==> src/hdl/ptme_pkg.sv <==
`timescale 1ns / 1ps
package ptme_pkg;

    // Pool sizing
    localparam int POOL_TABLES_DEF = 16;
    localparam int ENTRIES         = 512;
    localparam int IDX_W           = 9;

    // Descriptor layout
    localparam int          PAGE_SHIFT = 12;
    localparam int          PG_W       = 36;            // page number, bits 47:12
    localparam logic [63:0] DESC_BITS  = 64'h3;

    // Slot reduction: residue fold, then two compare-and-subtract passes
    localparam int             RED_CNT_W = 2;
    localparam logic [RED_CNT_W-1:0] RED_LAST = RED_CNT_W'(2);

    // Configuration registers
    localparam int CFG_IDX_W = 1;
    localparam logic [CFG_IDX_W-1:0] REG_POOL_BASE  = 1'd0;
    localparam logic [CFG_IDX_W-1:0] REG_POOL_LIMIT = 1'd1;

    typedef enum logic [1:0] {
        OP_BEGIN = 2'd0,
        OP_MAP   = 2'd1,
        OP_READ  = 2'd2,
        OP_NONE  = 2'd3
    } t_op;

    typedef struct packed {
        logic [1:0]  operation;
        logic [63:0] virtual_address;
        logic [47:0] physical_address;
        logic [63:0] attributes;
        logic [3:0]  table_slot;
        logic [8:0]  entry_index;
    } t_in;

    typedef struct packed {
        logic        status;
        logic [63:0] read_word;
    } t_out;

    typedef enum logic [3:0] {
        ST_IDLE,
        ST_DISPATCH,
        ST_TAKE,
        ST_CLEAR,
        ST_LINK,
        ST_LOOKUP,
        ST_CHECK,
        ST_REDUCE,
        ST_STEP,
        ST_LEAF,
        ST_FETCH,
        ST_FETCH_WAIT,
        ST_DONE
    } t_state;

    // Controller -> datapath
    typedef struct packed {
        logic load;
        logic take;
        logic clear_step;
        logic link;
        logic reduce_start;
        logic reduce_step;
        logic descend;
        logic leaf;
        logic fetch;
        logic capture;
        logic set_fail;
        logic emit;
    } t_cmd;

    // Datapath -> controller
    typedef struct packed {
        t_op  op;
        logic root_missing;
        logic pool_full;
        logic clear_last;
        logic entry_valid;
        logic last_level;
        logic reduce_last;
        logic slot_in_pool;
        logic out_free;
    } t_sts;

endpackage

==> src/hdl/ptme_ctrl.sv <==
`timescale 1ns / 1ps
module ptme_ctrl (
    input  logic            i_clk,
    input  logic            i_rst_n,
    input  logic            i_in_valid,
    output logic            o_in_stall,
    input  ptme_pkg::t_sts  i_sts,
    output ptme_pkg::t_cmd  o_cmd
);
    import ptme_pkg::*;

    t_state r_state;
    t_state n_state;

    // State register
    always_ff @(posedge i_clk) begin
        if (!i_rst_n) begin
            r_state <= ST_IDLE;
        end else begin
            r_state <= n_state;
        end
    end

    // Next state and commands
    always_comb begin
        n_state    = r_state;
        o_cmd      = '0;
        o_in_stall = (r_state != ST_IDLE);
        unique case (r_state)
            ST_IDLE: begin
                if (i_in_valid) begin
                    o_cmd.load = 1'b1;
                    n_state    = ST_DISPATCH;
                end
            end
            ST_DISPATCH: begin
                unique case (i_sts.op)
                    OP_BEGIN: n_state = ST_TAKE;
                    OP_MAP: begin
                        if (i_sts.root_missing) begin
                            o_cmd.set_fail = 1'b1;
                            n_state        = ST_DONE;
                        end else begin
                            n_state = ST_LOOKUP;
                        end
                    end
                    OP_READ: n_state = i_sts.slot_in_pool ? ST_FETCH : ST_DONE;
                    OP_NONE: n_state = ST_DONE;
                endcase
            end
            ST_TAKE: begin
                if (i_sts.pool_full) begin
                    o_cmd.set_fail = 1'b1;
                    n_state        = ST_DONE;
                end else begin
                    o_cmd.take = 1'b1;
                    n_state    = ST_CLEAR;
                end
            end
            ST_CLEAR: begin
                o_cmd.clear_step = 1'b1;
                if (i_sts.clear_last) begin
                    n_state = (i_sts.op == OP_BEGIN) ? ST_DONE : ST_LINK;
                end
            end
            ST_LINK: begin
                // write the table descriptor and step into the new table
                o_cmd.link    = 1'b1;
                o_cmd.descend = 1'b1;
                n_state       = i_sts.last_level ? ST_LEAF : ST_LOOKUP;
            end
            ST_LOOKUP: n_state = ST_CHECK;
            ST_CHECK: begin
                if (i_sts.entry_valid) begin
                    o_cmd.reduce_start = 1'b1;
                    n_state            = ST_REDUCE;
                end else begin
                    n_state = ST_TAKE;
                end
            end
            ST_REDUCE: begin
                o_cmd.reduce_step = 1'b1;
                if (i_sts.reduce_last) begin
                    n_state = ST_STEP;
                end
            end
            ST_STEP: begin
                o_cmd.descend = 1'b1;
                n_state       = i_sts.last_level ? ST_LEAF : ST_LOOKUP;
            end
            ST_LEAF: begin
                o_cmd.leaf = 1'b1;
                n_state    = ST_DONE;
            end
            ST_FETCH: begin
                o_cmd.fetch = 1'b1;
                n_state     = ST_FETCH_WAIT;
            end
            ST_FETCH_WAIT: begin
                o_cmd.capture = 1'b1;
                n_state       = ST_DONE;
            end
            ST_DONE: begin
                if (i_sts.out_free) begin
                    o_cmd.emit = 1'b1;
                    n_state    = ST_IDLE;
                end
            end
            default: n_state = ST_IDLE;
        endcase
    end

endmodule

==> config.mk <==
export PLATFORM = sky130hd
export DESIGN_NAME = ptme_ctrl
export DESIGN_NICKNAME = d
export VERILOG_FILES = /design/src/hdl/ptme_pkg.sv /design/src/hdl/ptme_ctrl.sv
export SDC_FILE = /design/constraint.sdc
export NUM_CORES = 1
export LEC_CHECK = 0
export BUFFER_PORTS_ARGS = -buffer_cell sky130_fd_sc_hd__buf_2
export CAP_MARGIN = 20
export CORE_MARGIN = 2
export CORE_UTILIZATION = 38
export CTS_CLUSTER_SIZE = 28
export DETAILED_ROUTE_END_ITERATION = 7
export HOLD_SLACK_MARGIN = 0.02
export PLACE_DENSITY = 0.78
export SYNTH_ARGS = -nofsm -noshare
export SYNTH_HDL_FRONTEND = slang
export SYNTH_SLANG_ARGS = --single-unit
==> constraint.sdc <==
create_clock -name i_clk -period 2.95 [get_ports i_clk]
set_input_delay 0.295 -clock i_clk [delete_from_list [all_inputs] [get_ports i_clk]]
set_output_delay 0.295 -clock i_clk [all_outputs]
set_load 0.1 [all_outputs]
* Word level (Yosys, flattened, before mapping)
Cells that the tools add are included.
** Word-level totals
- Bits in registers :: 4
** Cells by class
- Equality and inequality tests :: 19
- Multiplexer cells :: 31
- Reduce and logical (&&, ||, !) cells :: 6
** Operators with widths (number)
- $pmux W4 S11 :: 1
- $mux W4 :: 8
- $eq A4 B4 Y1 const B :: 5
- $mux W1 :: 18
- $eq A4 B3 Y1 const B :: 4
- $pmux W4 S4 :: 1
- $eq A4 B2 Y1 const B :: 2
- $ne A2 B2 Y1 const B :: 4
- $mux W3 :: 2
- $eq A2 B2 Y1 const B :: 2
- $eq A4 B1 Y1 const B :: 1
- $logic_not A4 Y1 :: 1
- $reduce_and A4 Y1 :: 1
- $reduce_bool A4 Y1 :: 1
- $reduce_or A2 Y1 :: 2
- $eq A2 B1 Y1 const B :: 1
- $logic_not A2 Y1 :: 1
- $pmux W1 S2 :: 1

* Depth between registers and ports, before layout
Gate-level depths: netlist (run 1).
- Word-level depth :: 4
- Depth in mapped cells :: 6
- Depth with buffers taken out :: 4

* Worst setup path before layout (run 1)
No wires, ideal clock.
- Path type :: reg2reg
- Start :: reg r_state[2]
- End :: reg r_state[1]
- Required time :: 2.879 ns
- Data arrival time :: 3.958 ns
- Period minus slack after synthesis :: 4.029 ns
- Slack :: -1.079 ns
- Setup time :: 0.071 ns
- Cell stages (with the launch flop) :: 5
- Path through :: dfxtp_1 > buf_6 > buf_2 > nor4_1 > o21a_1
** Between the ends
- Longest elaborated chain between the ends :: 3
** Ends and longest elaborated chain
- start: declaration :: RTL line ptme_ctrl.sv:12 : t_state r_state;
- start signal: assignment :: RTL line ptme_ctrl.sv:20 : r_state <= n_state;
- $eq A4 B4 Y1, or another cell as far along :: RTL line ptme_ctrl.sv:29 : unique case (r_state)
- $reduce_or A2 Y1 (no line) / $ne A2 B2 Y1 (equally long branches)
- $pmux W4 S11 / $reduce_and A4 Y1 (equally long branches)
Several ways; a longest one is shown, not always the timed one.
A chain may end at the register's enable or synchronous reset.

==> impl_metrics.ini, run 1 <==
[grt]
grt_pass1_vias = 523
grt-ovfl-total = 0
grt_pass1_wl_mm = 2.187
grt_usage_pct = 16.15
grt_max_degree = 21
antenna_found_initial = 0

[detailed_routing]
first_pass_iters = 3
ant_nets = 0
vias_per_cell = 5.402
post-route-drc-count = 0
vias = 605
drtIter0Drc = 15
wl_per_cell_um = 12.34
routed_wl_mm = 1.382

[setup_path]
crit_type = reg2out
cp_slowest_stage_delay_ps = 590
crit_fanout = 14
start_kind = register
worstPathArrival_ps = 2130
crit_required_ps = 2650
path_cells = nand2b_1 > nor4b_1 > a41o_1 > buf_2
crit_slowest_cell = dfxtp_1
end_kind = output port

[floorplan]
die-area_mm2 = 0.001747
die_h_um = 41.80
die_width_um = 41.80
initial_core_util_pct = 41.22
boundaryPins = 26
row_count = 13
core_mm2 = 0.001318

[final_layout]
multiInputGateArea_um2 = 426.7
num-fill-cells = 136
drive_above_1_share_pct = 36.08
antenna_cells = 0
fin_cells = 112
final_nets = 112
reg_top3 = r_state (4)
area_growth_pct = 25.35
largest_register_ff_count = 4
top_register = r_state
seq_area_um2 = 80.08

[cts]
cts_root_buf = clkbuf_4
cts_sinks = 4
cts_buffer_depth = 2
cts_resized = 0
cts_inserted_buffers = 3
clk_pin_slew_ps = 40
postCtsSetupRepairBufs = 0
clkLatencyLatePin_ps = 240
cts_tree = built
ctsHoldBuffers = 0
h-tree-depth = 1

[job]
drv_cap = 0

[sta]
layout_min_cycle_time_ps = 2426
slew_headroom_pct = 59.77
hold_viol = 0
finClkSkew_ps = 10.80
period_share_pct = 82.22
worst_pin_slew_ps = 602.6
grt_setup_unrepaired = no
final_max_slew_viol_count = 0
setup_viol = 0
fmax_mhz = 412.3

[synth]
yosys_register_bits = 4
synthDistinctLibCells = 33
syn_inst = 75
ys_warn_count = 0
synth.net_count = 88
syn_area_per_cell_um2 = 7.240
netlist_area_um2 = 543.0
ys_seq_area_share_pct = 14.75

[placement]
dpl.cell_count = 109
portBuffers = 25
place_congestion = 0.8032
hpwl_mm = 1.101

[outcome]
status = completed

[min_path]
hold_path_class = in2reg
critical path, delay by kind of cell (launching register included):
kind	cells	cell delay, ps
buffers and inverters	1	420
AOI/OAI and AO/OA	1	150
DFF	1	590
and+or+nand+nor	2	730
layer usage:
layer | share of wire [%] | global-route usage [%]
met2 | 49 | 29.38
met4 | 0 | 1.935
met1 | 45 | 17.62
met5 | 0 | 0
met3 | 5.6 | 6.957
cell usage in the layout (no fill, tap or decap), types with 2 or more instances in the layout:
cell type  netlist  final
nand2b_1         4      4
o31ai_1          2      2
a2111oi_0        2      2
nor3_1           4      4
inv_1            2      2
nor2_1           8      7
clkbuf_4         0      3
nand2_1          6      6
nor2b_1          5      5
dfxtp_1          4      4
o21a_1           2      2
and3_1           2      2
buf_2            4     25
nor4b_1          2      2
o32ai_1          2      2
and2_1           2      2
a21oi_1          3      3
o21ai_0          2      2
layout make-up:
cell class | instances | share of cell area [%]
multi-input cells | 63 | 62.68
clock buffers | 3 | 3.309
flip-flops and latches | 4 | 11.76
inverters | 2 | 1.103
repair buffers | 25 | 18.38
well taps | 15 | 2.757
path summary, 6_finish.rpt:
path,startpoint,to,slack (ps),cells past startpoint
worst max-delay path,r_state[1],o_cmd[1],520,4
worst min-delay path,i_rst_n,r_state[0],320,3
worst max register to register,r_state[2],r_state[1],1060,4
worst min register to register,r_state[2],r_state[2],740,2
through the flow:
stage	hold WS [ps]	worst slack, ps	setup TNS [ps]	instance area, um^2	utilization [%]
2_1_floorplan	403.5	-145.0	-145.0	556.8	-
3_3_place_gp	567.6	885.3	0	658.1	49.95
3_5_place_dp	568.1	785.1	0	658.1	49.95
4_1_cts	314.1	514.5	0	680.7	51.66
5_1_grt	328.2	413.1	0	680.7	51.66
6_report	321.4	524.5	0	680.7	51.66
cells by family (layout without fill, tap and decap cells):
logic type | Yosys count | in the layout | synth area share, %
multiplexers | 1 | 1 | 1.843
XOR/XNOR | 1 | 1 | 1.613
flip-flops | 4 | 4 | 14.75
AND/OR/NAND/NOR | 44 | 44 | 49.54
AO/OA/AOI/OAI | 17 | 17 | 23.04
buffers and inverters | 8 | 30 | 9.217
synthesized netlist by cell type (all sizes together):
| cell type | count | area share, % |
|---|---|---|
| a2111oi | 2 | 3.2 |
| a21boi | 1 | 1.4 |
| a21oi | 3 | 2.8 |
| a41o | 1 | 1.8 |
| and2 | 2 | 2.3 |
| and3 | 3 | 4.4 |
| and3b | 1 | 1.6 |
| buf | 6 | 7.8 |
| dfxtp | 4 | 15 |
| inv | 2 | 1.4 |
| mux2i | 1 | 1.8 |
| nand2 | 6 | 4.1 |
| nand2b | 4 | 4.6 |
| nand3b | 1 | 1.4 |
| nor2 | 8 | 5.5 |
| nor2b | 5 | 5.8 |
| nor3 | 4 | 3.7 |
| nor3b | 2 | 2.8 |
| nor4 | 2 | 2.3 |
| nor4b | 3 | 6.0 |
| o211ai | 1 | 1.4 |
| o21a | 2 | 2.8 |
| o21ai | 2 | 1.8 |
| o21ba | 1 | 1.8 |
| o31ai | 2 | 2.8 |
| o32ai | 2 | 3.2 |
| or3 | 1 | 1.2 |
| or4 | 1 | 1.4 |
| or4b | 1 | 2.5 |
| xnor2 | 1 | 1.6 |
Power of run 1 is left out: the tool's default activity adds up to more than one toggle a clock period on the data nets, which glitch-free logic cannot reach.
==> run 2: changes to the inputs <==
Settings changed: PLACE_DENSITY 0.78 to 0.8.
Clock period 2.95 ns to 2.1 ns, I/O delays scaled along.
==> impl_metrics.ini, run 2 (synthesized netlist as in run 1, its figures left out) <==
[outcome]
status = completed

[setup_path]
cp_slowest_stage_delay_ps = 520
cp_top_family = buffers and inverters
crit_type = reg2out
worstPathArrival_ps = 1810
path_cells = buf_4 > nor2b_1 > and3_1 > buf_2
crit_slowest_cell = dfxtp_1
crit_required_ps = 1890
crit_fanout = 10
start_kind = register
cp_num_buf_inv = 2
end_kind = output port

[final_layout]
fin_cells = 114
antenna_cells = 0
final_nets = 114
drive_above_1_share_pct = 42.42
largest_register_ff_count = 4
num-fill-cells = 134
mostFrequentLayoutCell = buf_2
layout_common_cells = buf_2, nor2_1, nand2_1
final_area_um2 = 769.5
top_register = r_state
area_growth_pct = 41.71
reg_top3 = r_state (4)

[cts]
cts_buffer_depth = 2
cts_inserted_buffers = 3
cts_tree = built
clkLatencyLatePin_ps = 240
ctsHoldBuffers = 0
h-tree-depth = 1
clk_pin_slew_ps = 40
cts_root_buf = clkbuf_4
postCtsSetupRepairBufs = 0
cts_sinks = 4
cts_resized = 1

[floorplan]
die_width_um = 41.80
boundaryPins = 26
core_mm2 = 0.001318
initial_core_util_pct = 41.22
row_count = 13
die_h_um = 41.80
die-area_mm2 = 0.001747

[power]
power_frac_comb_pct = 75.5
p_leak_nw = 0.3415
switching_share_pct = 65.91
p_per_area_mw_per_mm2 = 1735
internal-power_mw = 0.4551
p_clk_share_pct = 7.3
p_seq_share_pct = 17.2
ir_drop_mv = 1.968
switchingPower_mw = 0.8799

[sta]
period_share_pct = 96.18
layout_min_cycle_time_ps = 2020
final_max_slew_viol_count = 0
hold_viol = 0
finClkSkew_ps = 1.812
slew_headroom_pct = 67.48
setup_viol = 0
worst_pin_slew_ps = 491.1
grt_setup_unrepaired = no
fmax_mhz = 495.1

[detailed_routing]
first_pass_iters = 6
vias_per_cell = 5.737
ant_nets = 0
vias = 654
drtIter0Drc = 8
post-route-drc-count = 0
routed_wl_mm = 1.554
wl_per_cell_um = 13.63

[job]
drv_cap = 0

[grt]
antenna_found_initial = 0
grt-ovfl-total = 0
grt_pass1_vias = 622
grt_max_degree = 21
grt_pass1_wl_mm = 2.594
grt_usage_pct = 18.82

[placement]
placed_area_um2 = 730.7
dpl.cell_count = 111
hpwl_mm = 1.179
place_congestion = 0.8542
portBuffers = 25

[min_path]
hold_path_class = in2reg
==> run 2: changes by cell type in the layout (fill, tap and decap cells not counted), moves of 2 or more <==
cell,before,now
buf_4,0,2
nor3_1,4,2
nor3_2,0,2
buf_12,0,2
buf_2,25,23
==> run 2: final timing paths <==
check        startpoint    endpoint  slack [ps]  cells after the start
max          r_state[1]    o_cmd[7]          80                      4
max reg2reg  r_state[1]  r_state[1]         350                      5
min reg2reg  r_state[2]  r_state[2]         640                      2
min             i_rst_n  r_state[1]         250                      2
==> run 2: per-layer routing <==
| metal | vias to the layer above | global-route usage, % | wire length [um] |
|---|---|---|---|
| met5 | - | 0 | 0 |
| met2 | 21 | 31.87 | 780 |
| met4 | 0 | 7.742 | 0 |
| met3 | 0 | 3.913 | 77 |
| li1 | 329 | - | - |
| met1 | 304 | 22.80 | 696 |
==> run 2: area by class of cell <==
cell class                 instances  area, um^2  area share [%]
timing repair buffer              27       170.2           22.11
multi-input combinational         63       469.2           60.98
clock buffer                       3       22.52           2.927
inverter                           2       7.507          0.9756
sequential                         4       81.33           10.57
tap                               15       18.77           2.439
==> run 2: per-stage QoR <==
| stage | total power [mW] | utilization (%) | hold WS, ps | TNS (ps) | setup WS (ps) |
|---|---|---|---|---|---|
| after CTS | 1.317 | 57.64 | 245.8 | 0 | 33.14 |
| after floorplan | 1.063 | - | 318.5 | -280.0 | -161.6 |
| after global placement | 1.200 | 55.46 | 479.7 | 0 | 252.0 |
| after global routing | 1.411 | 58.40 | 260.2 | 0 | 21.77 |
| after detailed placement | 1.213 | 55.46 | 488.7 | 0 | 225.9 |
| final | 1.335 | 58.40 | 249.7 | 0 | 80.27 |
==> run 2: power by group through the flow <==
| stage | clock network, mW | logic (mW) | registers (mW) |
|---|---|---|---|
| 2_1_floorplan | 0 | 0.925 | 0.138 |
| 3_5_place_dp | 0 | 0.999 | 0.214 |
| 6_report | 0.0978 | 1.01 | 0.229 |
| 3_3_place_gp | 0 | 0.989 | 0.211 |
| 5_1_grt | 0.106 | 1.06 | 0.240 |
| 4_1_cts | 0.0977 | 1.00 | 0.215 |
Power figures use the tool's default switching activity.
